$ cat config.mk
export PLATFORM = sky130hd
export DESIGN_NAME = slab_free_list_allocator
export DESIGN_NICKNAME = d
export VERILOG_FILES = /design/src/design/slab_pkg.sv /design/src/design/slab_shift_unit.sv /design/src/design/slab_next_table.sv /design/src/design/slab_free_list_allocator.sv
export SDC_FILE = /design/constraint.sdc
export NUM_CORES = 1
export LEC_CHECK = 0
export BUFFER_PORTS_ARGS = -buffer_cell sky130_fd_sc_hd__buf_4
export CAP_MARGIN = 30
export CORE_UTILIZATION = 32
export DETAILED_ROUTE_END_ITERATION = 10
export MAX_ROUTING_LAYER = met4
export SYNTH_ARGS = -nofsm -noshare
export SYNTH_HDL_FRONTEND = slang
export SYNTH_SLANG_ARGS = --single-unit
$ cat constraint.sdc
create_clock -name clk -period 11.88 [get_ports clk]
set_input_delay 0 -clock clk [delete_from_list [all_inputs] [get_ports clk]]
set_output_delay 0 -clock clk [all_outputs]
set_load 0.02 [all_outputs]
$ cat src/design/slab_pkg.sv
// Shared types and codes for the slab free-list allocator.
// No dependencies; used by the shift unit, the allocator and the checker through scoped names.
package slab_pkg;

    // request commands
    localparam logic CMD_ALLOC = 1'b0;
    localparam logic CMD_FREE  = 1'b1;

    // result status codes
    localparam logic [1:0] ST_OK       = 2'd0;
    localparam logic [1:0] ST_EMPTY    = 2'd1;
    localparam logic [1:0] ST_BAD_ADDR = 2'd2;

    // shift unit operations
    localparam logic OP_MUL = 1'b0;
    localparam logic OP_DIV = 1'b1;

    // configuration register map
    localparam int         CFG_IDX_W        = 2;
    localparam logic [1:0] CFG_BASE_ADDRESS = 2'd0;
    localparam logic [1:0] CFG_SLOT_SIZE    = 2'd1;

    localparam logic [31:0] BASE_RESET = 32'd0;
    localparam logic [15:0] SIZE_RESET = 16'd16;

    typedef struct packed {
        logic        cmd;
        logic [31:0] addr;
    } req_t;

    typedef struct packed {
        logic [1:0]  status;
        logic [31:0] slot_address;
        logic [4:0]  slot_number;
        logic [5:0]  free_count;
        logic        full_res;
    } res_t;

    typedef struct packed {
        logic start;
        logic op;
    } unit_cmd_t;

endpackage

$ cat src/design/slab_shift_unit.sv
// Iterative shift-add / shift-subtract unit: multiply or restoring divide, one bit a cycle.
// Depends on slab_pkg for the operation codes and the command struct.
module slab_shift_unit #(
    parameter int QW = 6
) (
    input  logic                clk,
    input  logic                rst_n,
    input  slab_pkg::unit_cmd_t cmd,
    input  logic [31:0]         acc_init,
    input  logic [15:0]         operand,
    input  logic [QW-1:0]       multiplier,
    output logic                done,
    output logic [31:0]         acc,
    output logic [QW:0]         quotient
);

    localparam int                CNT_W = $clog2(QW + 2);
    localparam logic [CNT_W-1:0]  LAST  = CNT_W'(QW);

    logic             run_reg;
    logic             done_reg;
    logic             op_reg;
    logic [CNT_W-1:0] cnt_reg;
    logic [31:0]      acc_reg;
    logic [31:0]      b_reg;
    logic [QW:0]      q_reg;

    logic [31:0] addend;
    logic [32:0] sum;
    logic        is_div;
    logic        take;

    // one shared adder: subtract for divide, add for multiply
    assign is_div = (op_reg == slab_pkg::OP_DIV);
    assign addend = is_div ? ~b_reg : b_reg;
    assign sum    = {1'b0, acc_reg} + {1'b0, addend} + 33'(is_div);
    assign take   = is_div ? sum[32] : q_reg[QW];

    always_ff @(posedge clk or negedge rst_n)
    begin
        if (!rst_n)
        begin
            run_reg  <= 1'b0;
            done_reg <= 1'b0;
            op_reg   <= slab_pkg::OP_MUL;
            cnt_reg  <= '0;
        end
        else
        begin
            done_reg <= 1'b0;
            if (cmd.start)
            begin
                run_reg <= 1'b1;
                op_reg  <= cmd.op;
                cnt_reg <= '0;
            end
            else if (run_reg)
            begin
                cnt_reg <= cnt_reg + CNT_W'(1);
                if (cnt_reg == LAST)
                begin
                    run_reg  <= 1'b0;
                    done_reg <= 1'b1;
                end
            end
        end
    end

    always_ff @(posedge clk)
    begin
        if (cmd.start)
        begin
            acc_reg <= acc_init;
            b_reg   <= 32'(operand) << QW;
            q_reg   <= {1'b0, multiplier};
        end
        else if (run_reg)
        begin
            acc_reg <= take ? sum[31:0] : acc_reg;
            b_reg   <= b_reg >> 1;
            q_reg   <= {q_reg[QW-1:0], is_div ? sum[32] : 1'b0};
        end
    end

    assign done     = done_reg;
    assign acc      = acc_reg;
    assign quotient = q_reg;

endmodule

$ cat src/design/slab_next_table.sv
// Next-index memory of the free list, with a fill sweep after reset.
// No package dependencies.
module slab_next_table #(
    parameter int NUM_SLOTS = 32,
    parameter int IDX_W     = 6
) (
    input  logic                         clk,
    input  logic                         rst_n,
    input  logic                         rd_en,
    input  logic [$clog2(NUM_SLOTS)-1:0] rd_addr,
    output logic [IDX_W-1:0]             rd_data,
    input  logic                         wr_en,
    input  logic [$clog2(NUM_SLOTS)-1:0] wr_addr,
    input  logic [IDX_W-1:0]             wr_data,
    output logic                         init_busy
);

    localparam int            AW       = $clog2(NUM_SLOTS);
    localparam logic [AW-1:0] LAST_ROW = AW'(NUM_SLOTS - 1);

    logic [IDX_W-1:0] mem [NUM_SLOTS];
    logic [IDX_W-1:0] rd_data_reg;
    logic             fill_reg;
    logic [AW-1:0]    fill_ptr_reg;

    logic             we;
    logic [AW-1:0]    wa;
    logic [IDX_W-1:0] wd;

    // chain entry i to i+1 during the sweep; last entry gets the end marker
    always_comb
    begin
        if (fill_reg)
        begin
            we = 1'b1;
            wa = fill_ptr_reg;
            wd = IDX_W'(fill_ptr_reg) + IDX_W'(1);
        end
        else
        begin
            we = wr_en;
            wa = wr_addr;
            wd = wr_data;
        end
    end

    always_ff @(posedge clk or negedge rst_n)
    begin
        if (!rst_n)
        begin
            fill_reg     <= 1'b1;
            fill_ptr_reg <= '0;
        end
        else if (fill_reg)
        begin
            if (fill_ptr_reg == LAST_ROW)
                fill_reg <= 1'b0;
            else
                fill_ptr_reg <= fill_ptr_reg + AW'(1);
        end
    end

    always_ff @(posedge clk)
    begin
        if (we)
            mem[wa] <= wd;
        if (rd_en)
            rd_data_reg <= mem[rd_addr];
    end

    assign rd_data   = rd_data_reg;
    assign init_busy = fill_reg;

endmodule

$ cat src/design/slab_free_list_allocator.sv
// Slab free-list allocator: one request in flight, one result per request.
// Allocate or free: the request starts the bit-per-cycle shift unit, and the result strobe is
// registered once the unit reports done; IDX_W = clog2(NUM_SLOTS+1). Empty results and frees
// at zero slot size arrive in the cycle after accept. A new request is taken in the result cycle.
// Reset: asynchronous, active low; then a sweep over all NUM_SLOTS entries chains the next-index
// table while busy stays high. The result strobe lasts one cycle and cannot be stalled.
module slab_free_list_allocator #(
    parameter int NUM_SLOTS = 32
) (
    input  logic                                clk,
    input  logic                                rst_n,
    input  logic                                start,
    input  slab_pkg::req_t                      request,
    output logic                                busy,
    output logic                                done,
    output slab_pkg::res_t                      result,
    input  logic                                cfg_valid,
    output logic                                cfg_ready,
    input  logic [slab_pkg::CFG_IDX_W-1:0]      cfg_index,
    input  logic [31:0]                         cfg_data
);

    // IDX_W holds a slot index or the end marker; AW addresses the table
    localparam int               IDX_W = $clog2(NUM_SLOTS + 1);
    localparam int               AW    = $clog2(NUM_SLOTS);
    localparam logic [IDX_W-1:0] SLOTS = IDX_W'(NUM_SLOTS);
    localparam logic [IDX_W:0]   SLOTS_Q = (IDX_W + 1)'(NUM_SLOTS);

    // sequencer states
    localparam logic [1:0] S_IDLE  = 2'd0;
    localparam logic [1:0] S_ALLOC = 2'd1;
    localparam logic [1:0] S_FREE  = 2'd2;

    logic [1:0]       state_reg, state_next;
    logic [IDX_W-1:0] head_reg, head_next;
    logic [IDX_W-1:0] count_reg, count_next;
    logic             done_reg, done_next;
    slab_pkg::res_t   result_reg, result_next;
    logic [31:0]      base_reg;
    logic [15:0]      size_reg;

    logic                accept;
    logic [31:0]         offset;
    slab_pkg::unit_cmd_t ucmd;
    logic [31:0]         u_acc_init;
    logic                u_done;
    logic [31:0]         u_acc;
    logic [IDX_W:0]      u_quo;

    logic             rd_en;
    logic [IDX_W-1:0] rd_data;
    logic             wr_en;
    logic             init_busy;

    // pack one result; full is judged on the count after the operation
    function automatic slab_pkg::res_t make_res(
        input logic [1:0]       st,
        input logic [31:0]      a,
        input logic [IDX_W-1:0] num,
        input logic [IDX_W-1:0] cnt
    );
        slab_pkg::res_t r;
        r.status       = st;
        r.slot_address = a;
        r.slot_number  = 5'(num);
        r.free_count   = 6'(cnt);
        r.full_res     = (cnt == '0);
        return r;
    endfunction

    assign busy      = (state_reg != S_IDLE) || init_busy;
    assign accept    = start && !busy;
    assign cfg_ready = (state_reg == S_IDLE);
    assign offset    = request.addr - base_reg;

    always_comb
    begin
        state_next  = state_reg;
        head_next   = head_reg;
        count_next  = count_reg;
        done_next   = 1'b0;
        result_next = result_reg;
        ucmd.start  = 1'b0;
        ucmd.op     = slab_pkg::OP_MUL;
        u_acc_init  = base_reg;
        rd_en       = 1'b0;
        wr_en       = 1'b0;

        unique case (state_reg)
            S_IDLE:
            begin
                if (accept)
                begin
                    if (request.cmd == slab_pkg::CMD_ALLOC)
                    begin
                        if ((count_reg == '0) || (head_reg >= SLOTS))
                        begin
                            // nothing to hand out: report and leave the list alone
                            done_next   = 1'b1;
                            result_next = make_res(slab_pkg::ST_EMPTY, '0, '0, count_reg);
                        end
                        else
                        begin
                            // base + head * size in the unit; fetch the successor meanwhile
                            ucmd.start = 1'b1;
                            ucmd.op    = slab_pkg::OP_MUL;
                            rd_en      = 1'b1;
                            state_next = S_ALLOC;
                        end
                    end
                    else
                    begin
                        if (size_reg == '0)
                        begin
                            // zero slot size: the slab has no extent
                            done_next   = 1'b1;
                            result_next = make_res(slab_pkg::ST_BAD_ADDR, '0, '0, count_reg);
                        end
                        else
                        begin
                            ucmd.start = 1'b1;
                            ucmd.op    = slab_pkg::OP_DIV;
                            u_acc_init = offset;
                            state_next = S_FREE;
                        end
                    end
                end
            end

            S_ALLOC:
            begin
                if (u_done)
                begin
                    // pop the head
                    head_next   = rd_data;
                    count_next  = count_reg - IDX_W'(1);
                    done_next   = 1'b1;
                    result_next = make_res(slab_pkg::ST_OK, u_acc, head_reg, count_next);
                    state_next  = S_IDLE;
                end
            end

            S_FREE:
            begin
                if (u_done)
                begin
                    // quotient past the last slot means the offset is beyond the slab
                    if (u_quo >= SLOTS_Q)
                    begin
                        result_next = make_res(slab_pkg::ST_BAD_ADDR, '0, '0, count_reg);
                    end
                    else
                    begin
                        // push the slot; count saturates on a double free
                        wr_en     = 1'b1;
                        head_next = u_quo[IDX_W-1:0];
                        if (count_reg < SLOTS)
                            count_next = count_reg + IDX_W'(1);
                        result_next = make_res(slab_pkg::ST_OK, '0, u_quo[IDX_W-1:0],
                                               count_next);
                    end
                    done_next  = 1'b1;
                    state_next = S_IDLE;
                end
            end

            default:
            begin
                state_next = S_IDLE;
            end
        endcase
    end

    always_ff @(posedge clk or negedge rst_n)
    begin
        if (!rst_n)
        begin
            state_reg <= S_IDLE;
            head_reg  <= '0;
            count_reg <= SLOTS;
            done_reg  <= 1'b0;
            base_reg  <= slab_pkg::BASE_RESET;
            size_reg  <= slab_pkg::SIZE_RESET;
        end
        else
        begin
            state_reg <= state_next;
            head_reg  <= head_next;
            count_reg <= count_next;
            done_reg  <= done_next;
            if (cfg_valid && cfg_ready)
            begin
                unique case (cfg_index)
                    slab_pkg::CFG_BASE_ADDRESS: base_reg <= cfg_data;
                    slab_pkg::CFG_SLOT_SIZE:    size_reg <= cfg_data[15:0];
                    default:                    ;
                endcase
            end
        end
    end

    // result payload; qualified by the strobe
    always_ff @(posedge clk)
    begin
        result_reg <= result_next;
    end

    assign done   = done_reg;
    assign result = result_reg;

    slab_shift_unit #(
        .QW(IDX_W)
    ) u_unit (
        .clk        (clk),
        .rst_n      (rst_n),
        .cmd        (ucmd),
        .acc_init   (u_acc_init),
        .operand    (size_reg),
        .multiplier (head_reg),
        .done       (u_done),
        .acc        (u_acc),
        .quotient   (u_quo)
    );

    slab_next_table #(
        .NUM_SLOTS(NUM_SLOTS),
        .IDX_W    (IDX_W)
    ) u_table (
        .clk       (clk),
        .rst_n     (rst_n),
        .rd_en     (rd_en),
        .rd_addr   (head_reg[AW-1:0]),
        .rd_data   (rd_data),
        .wr_en     (wr_en),
        .wr_addr   (u_quo[AW-1:0]),
        .wr_data   (head_reg),
        .init_busy (init_busy)
    );

endmodule

==> impl.org <==
** Status
- The flow ran to the end, but the final reports show violations.
- Failing checks :: design-rule violations

** Timing
- Between clock sinks in the finished design, the worst skew comes to 44.11 ps.
- Fmax :: 236.8 MHz
- Hold violation total from the final report :: 0
- After layout, the worst path uses 35.54% of the clock period.
- Setup violations remaining at the end of the flow were counted as 0.
- The worst path in the final design needs a cycle of 4222 ps, including I/O delays and setup.
- For the final routed database, the setup TNS stands at 0 ps.
- Unrepaired setup endpoints after global routing :: false
- In this run the tightest slew margin relative to its limit is 34.59%.
- Worst-Margin Slew :: 960.7 ps
- The total count of max-transition violations in the final report is 0.

** Power
- Leakage power summed over all cells :: 8.743 nW
- For this design the ratio of total power to cell area is 318.1 mW/mm2.
- Internal power comes to 4.269 mW.
- In this run the power spent charging and discharging nets is 3.034 mW.
- Share of total power consumed by net switching :: 41.55%
- Per report_power, the combinational group accounts for 50.5% of the total.
- Overall power of the completed layout :: 7.304 mW
- Per report_power, the clock group accounts for 18.3% of the total.
- The share of total power dissipated in sequential elements is 31.2%.
- Max VDD drop :: 0.1161 mV

** Clocking
- Buffers inserted during post-CTS setup optimization :: 0
- TritonCTS built the clock tree.
- The later pin in the worst-skew pair is clocked with a latency of 600 ps.
- Max H-tree Level :: 2
- TritonCTS buffer count :: 42
- Number of buffers on the longest clock path :: 3
- Clock tree synthesis selected as its root buffer the cell sky130_fd_sc_hd__clkbuf_16.
- The tree built by TritonCTS fans out to 380 sinks.
- Clock-pin slew was measured on the worst setup and hold paths at 60 ps.

** Placement
- Placement Cell Area :: 0.02111 mm2
- In this run the tool buffered the top-level ports with 119 buffer cells.
- The congestion estimate from routability-driven global placement came to 0.8908.
- Once detailed placement completed, the half-perimeter wirelength came to 35,750 um.
- Once placement completed, the tool counted placed cells totaling 2,400.

** Floorplan
- 120 I/O pins were placed.
- The region available for standard cell placement spans 0.05935 mm2.
- In this run the horizontal extent of the chip is 247.7 um.
- In this run the vertical extent of the chip is 247.7 um.
- Row count :: 89
- The floorplan step defined a die boundary enclosing 0.06133 mm2.
- For this configuration, the core starts out at a cell density of 32.54%.

** Global routing
- Maximum number of pins on one net before global-route repair :: 63
- Global-route total usage across every layer :: 16.80%
- The first global-routing pass estimated 75,910 um of wire.
- Overflow after GRT :: 0
- Number of antenna violations at the first check in global routing :: 9
- The number of global-route vias before repair was 12,750.

** Drt
- Initial DRT Pass Iterations :: 11
- Antenna viol nets, final :: 0
- The detailed router placed 13,100 vias in this run.
- Total routed wirelength :: 50,320 um
- In the routed design, unresolved DRC markers number 3.
- Avg WL per Cell :: 19.93 um
- Using the TritonRoute via totals, the vias-per-cell ratio works out to 5.188.
- DRC violation total after the first TritonRoute iteration :: 1,146

** Yosys
- Yosys top cell area share :: 46.34%
- For this run, the register share of the synthesized area comes to 56.80%.
- The number of nets in the synthesized netlist is 1,714.
- Yosys instantiated no cell more often than sky130_fd_sc_hd__edfxtp_1.
- Leading area contributor after synthesis :: sky130_fd_sc_hd__edfxtp_1
- In this run, synthesis produced a sequential element count of 380.
- Most instantiated cells after synthesis :: 298 x sky130_fd_sc_hd__edfxtp_1, 169 x sky130_fd_sc_hd__nand2_1, 113 x sky130_fd_sc_hd__nor2_1
- Post-synthesis instance area :: 0.01931 mm2
- Gate Count Post-Synth :: 1,566
- For this run, the leading register cell type out of synthesis is sky130_fd_sc_hd__edfxtp_1.
- Number of synthesized flops with an enable pin :: 298
- After synthesis, the mean cell area works out to 12.33 um2.
- Synth top area cells :: sky130_fd_sc_hd__edfxtp_1 46%, sky130_fd_sc_hd__dfrtp_1 9.3%, sky130_fd_sc_hd__mux4_2 7.0%, sky130_fd_sc_hd__ha_1 4.9%, sky130_fd_sc_hd__nand2_1 3.3%
- Counting distinct cell types in the post-synthesis netlist gives 78.
- Ys async rst share :: 19.74%
- During synthesis, Yosys emitted a total of 0 warnings.

** Setup path
- Traced cell by cell, the critical path runs through inv_1 > ha_1 > nand2b_1 > or2_2 > or3_1 > nand2_2 > nor3_1 > a22oi_2 > buf_4.
- Data required time at the worst endpoint :: 12,100 ps
- WP data arrival :: 4440 ps
- Number of cell instances on the worst register-to-register path :: 9
- For this run, the slowest stage of the critical path takes 760 ps.
- Worst setup SP type :: register
- The largest individual stage delay along the critical path comes from the cell sky130_fd_sc_hd__or3_1.
- Worst setup path class :: reg -> reg
- Endpoint kind of the worst setup timing path :: register
- Critical path peak fanout :: 37

** Min path
- Min-Delay Path Class :: in -> reg
- Along the worst hold path, the cell count comes to 4.

** Final layout
- Summing all non-filler instances in the final layout gives an area of 0.02296 mm2.
- The area growth from synthesis to layout is 18.89%.
- Share of post-route cells with drive strength above 1 :: 18.76%
- The register with the most flip-flops in the layout has 192 of them.
- For this run, the post-layout net count is 1,857.
- Filler-free cell count of the finished design :: 2,525
- At the end of the flow the core is filled with cells to 38.68%.

** Job
- Number of max-capacitance violations reported :: 0
## path summary, 6_finish.rpt
path,start,endpoint,slack [ps]
min,request[1],u_unit.acc[1],40
min reg2reg,head_reg[5],head_reg[5],500
max in group asynchronous,rst_n,head_reg[1],11080
min in group asynchronous,rst_n,base_reg[15],230
max,state_reg[1],u_unit.acc[8],7660
max reg2reg,state_reg[1],u_unit.acc[8],7660
## cell families after synthesis
group	Yosys count	share of synthesized area (%)
muxes	110	9.822
buffers and inverters	138	2.831
and+or+nand+nor	434	10.22
adders and majority gates	77	5.067
AOI/OAI and AO/OA	337	11.18
DFF	380	56.80
xor gates and xnor gates	90	4.082
## layout by cell type, fill, tap and decap left out, types with 28 or more instances in the layout
cell type,instances
sky130_fd_sc_hd__nor2_1,112
sky130_fd_sc_hd__a21oi_1,75
sky130_fd_sc_hd__dfrtp_1,70
sky130_fd_sc_hd__a21o_1,33
sky130_fd_sc_hd__o21ai_0,98
sky130_fd_sc_hd__mux2_2,28
sky130_fd_sc_hd__dlygate4sd3_1,37
sky130_fd_sc_hd__nand2_1,169
sky130_fd_sc_hd__nand3_1,32
sky130_fd_sc_hd__and2_1,33
sky130_fd_sc_hd__inv_1,59
sky130_fd_sc_hd__clkbuf_16,42
sky130_fd_sc_hd__xor2_1,52
sky130_fd_sc_hd__ha_1,75
sky130_fd_sc_hd__buf_4,135
sky130_fd_sc_hd__mux4_2,60
sky130_fd_sc_hd__xnor2_1,38
sky130_fd_sc_hd__edfxtp_1,298
## worst max-delay path, delay by kind of cell, from the launching register on
| family | cells | cell delay [ps] |
|---|---|---|
| simple gates | 5 | 2110 |
| buf+inv | 2 | 550 |
| compound gates | 1 | 390 |
| fa+ha+maj | 1 | 340 |
| flops | 1 | 410 |
## cell type report
| cell class | instances | area [um2] |
|---|---|---|
| tap | 773 | 967.2 |
| clock buffer | 52 | 1109 |
| fill | 5623 | 36390 |
| antenna | 9 | 22.52 |
| multi-input combinational | 1048 | 7846 |
| inverter | 60 | 225.2 |
| timing repair buffer | 177 | 1484 |
| sequential | 380 | 10970 |
| clock inverter | 26 | 332.8 |
## power by group through the flow
stage                     Sequential [mW]  Clock, mW  Combinational [mW]
after floorplan                      2.29          0                2.57
after global routing                 2.31       1.42                4.05
after detailed placement             2.30          0                3.64
after CTS                            2.28       1.37                3.68
final                                2.28       1.34                3.69
after global placement               2.31          0                3.56
## routing by layer
metal	global-route usage, %	up-vias	share of wire [%]
met1	22.69	6499	45
met2	25.25	385	45
met3	2.714	96	5.8
li1	-	6120	-
met5	-	-	0
met4	6.532	0	3.6
## what timing repair did
| item | CTS | global route |
|---|---|---|
| hold endpoints to repair | 127 | 0 |
| hold buffers | 37 | 0 |
| resized for setup | 0 | 0 |
## metrics by stage
step / hold slack, ps / setup WS [ps]
6_report: 43.69 / 7658
5_1_grt: 54.76 / 7422
4_1_cts: 20.13 / 7629
3_5_place_dp: -89.60 / 7663
3_3_place_gp: -92.07 / 7776
2_1_floorplan: -295.6 / 6499
(Power assumes the default switching activity.)
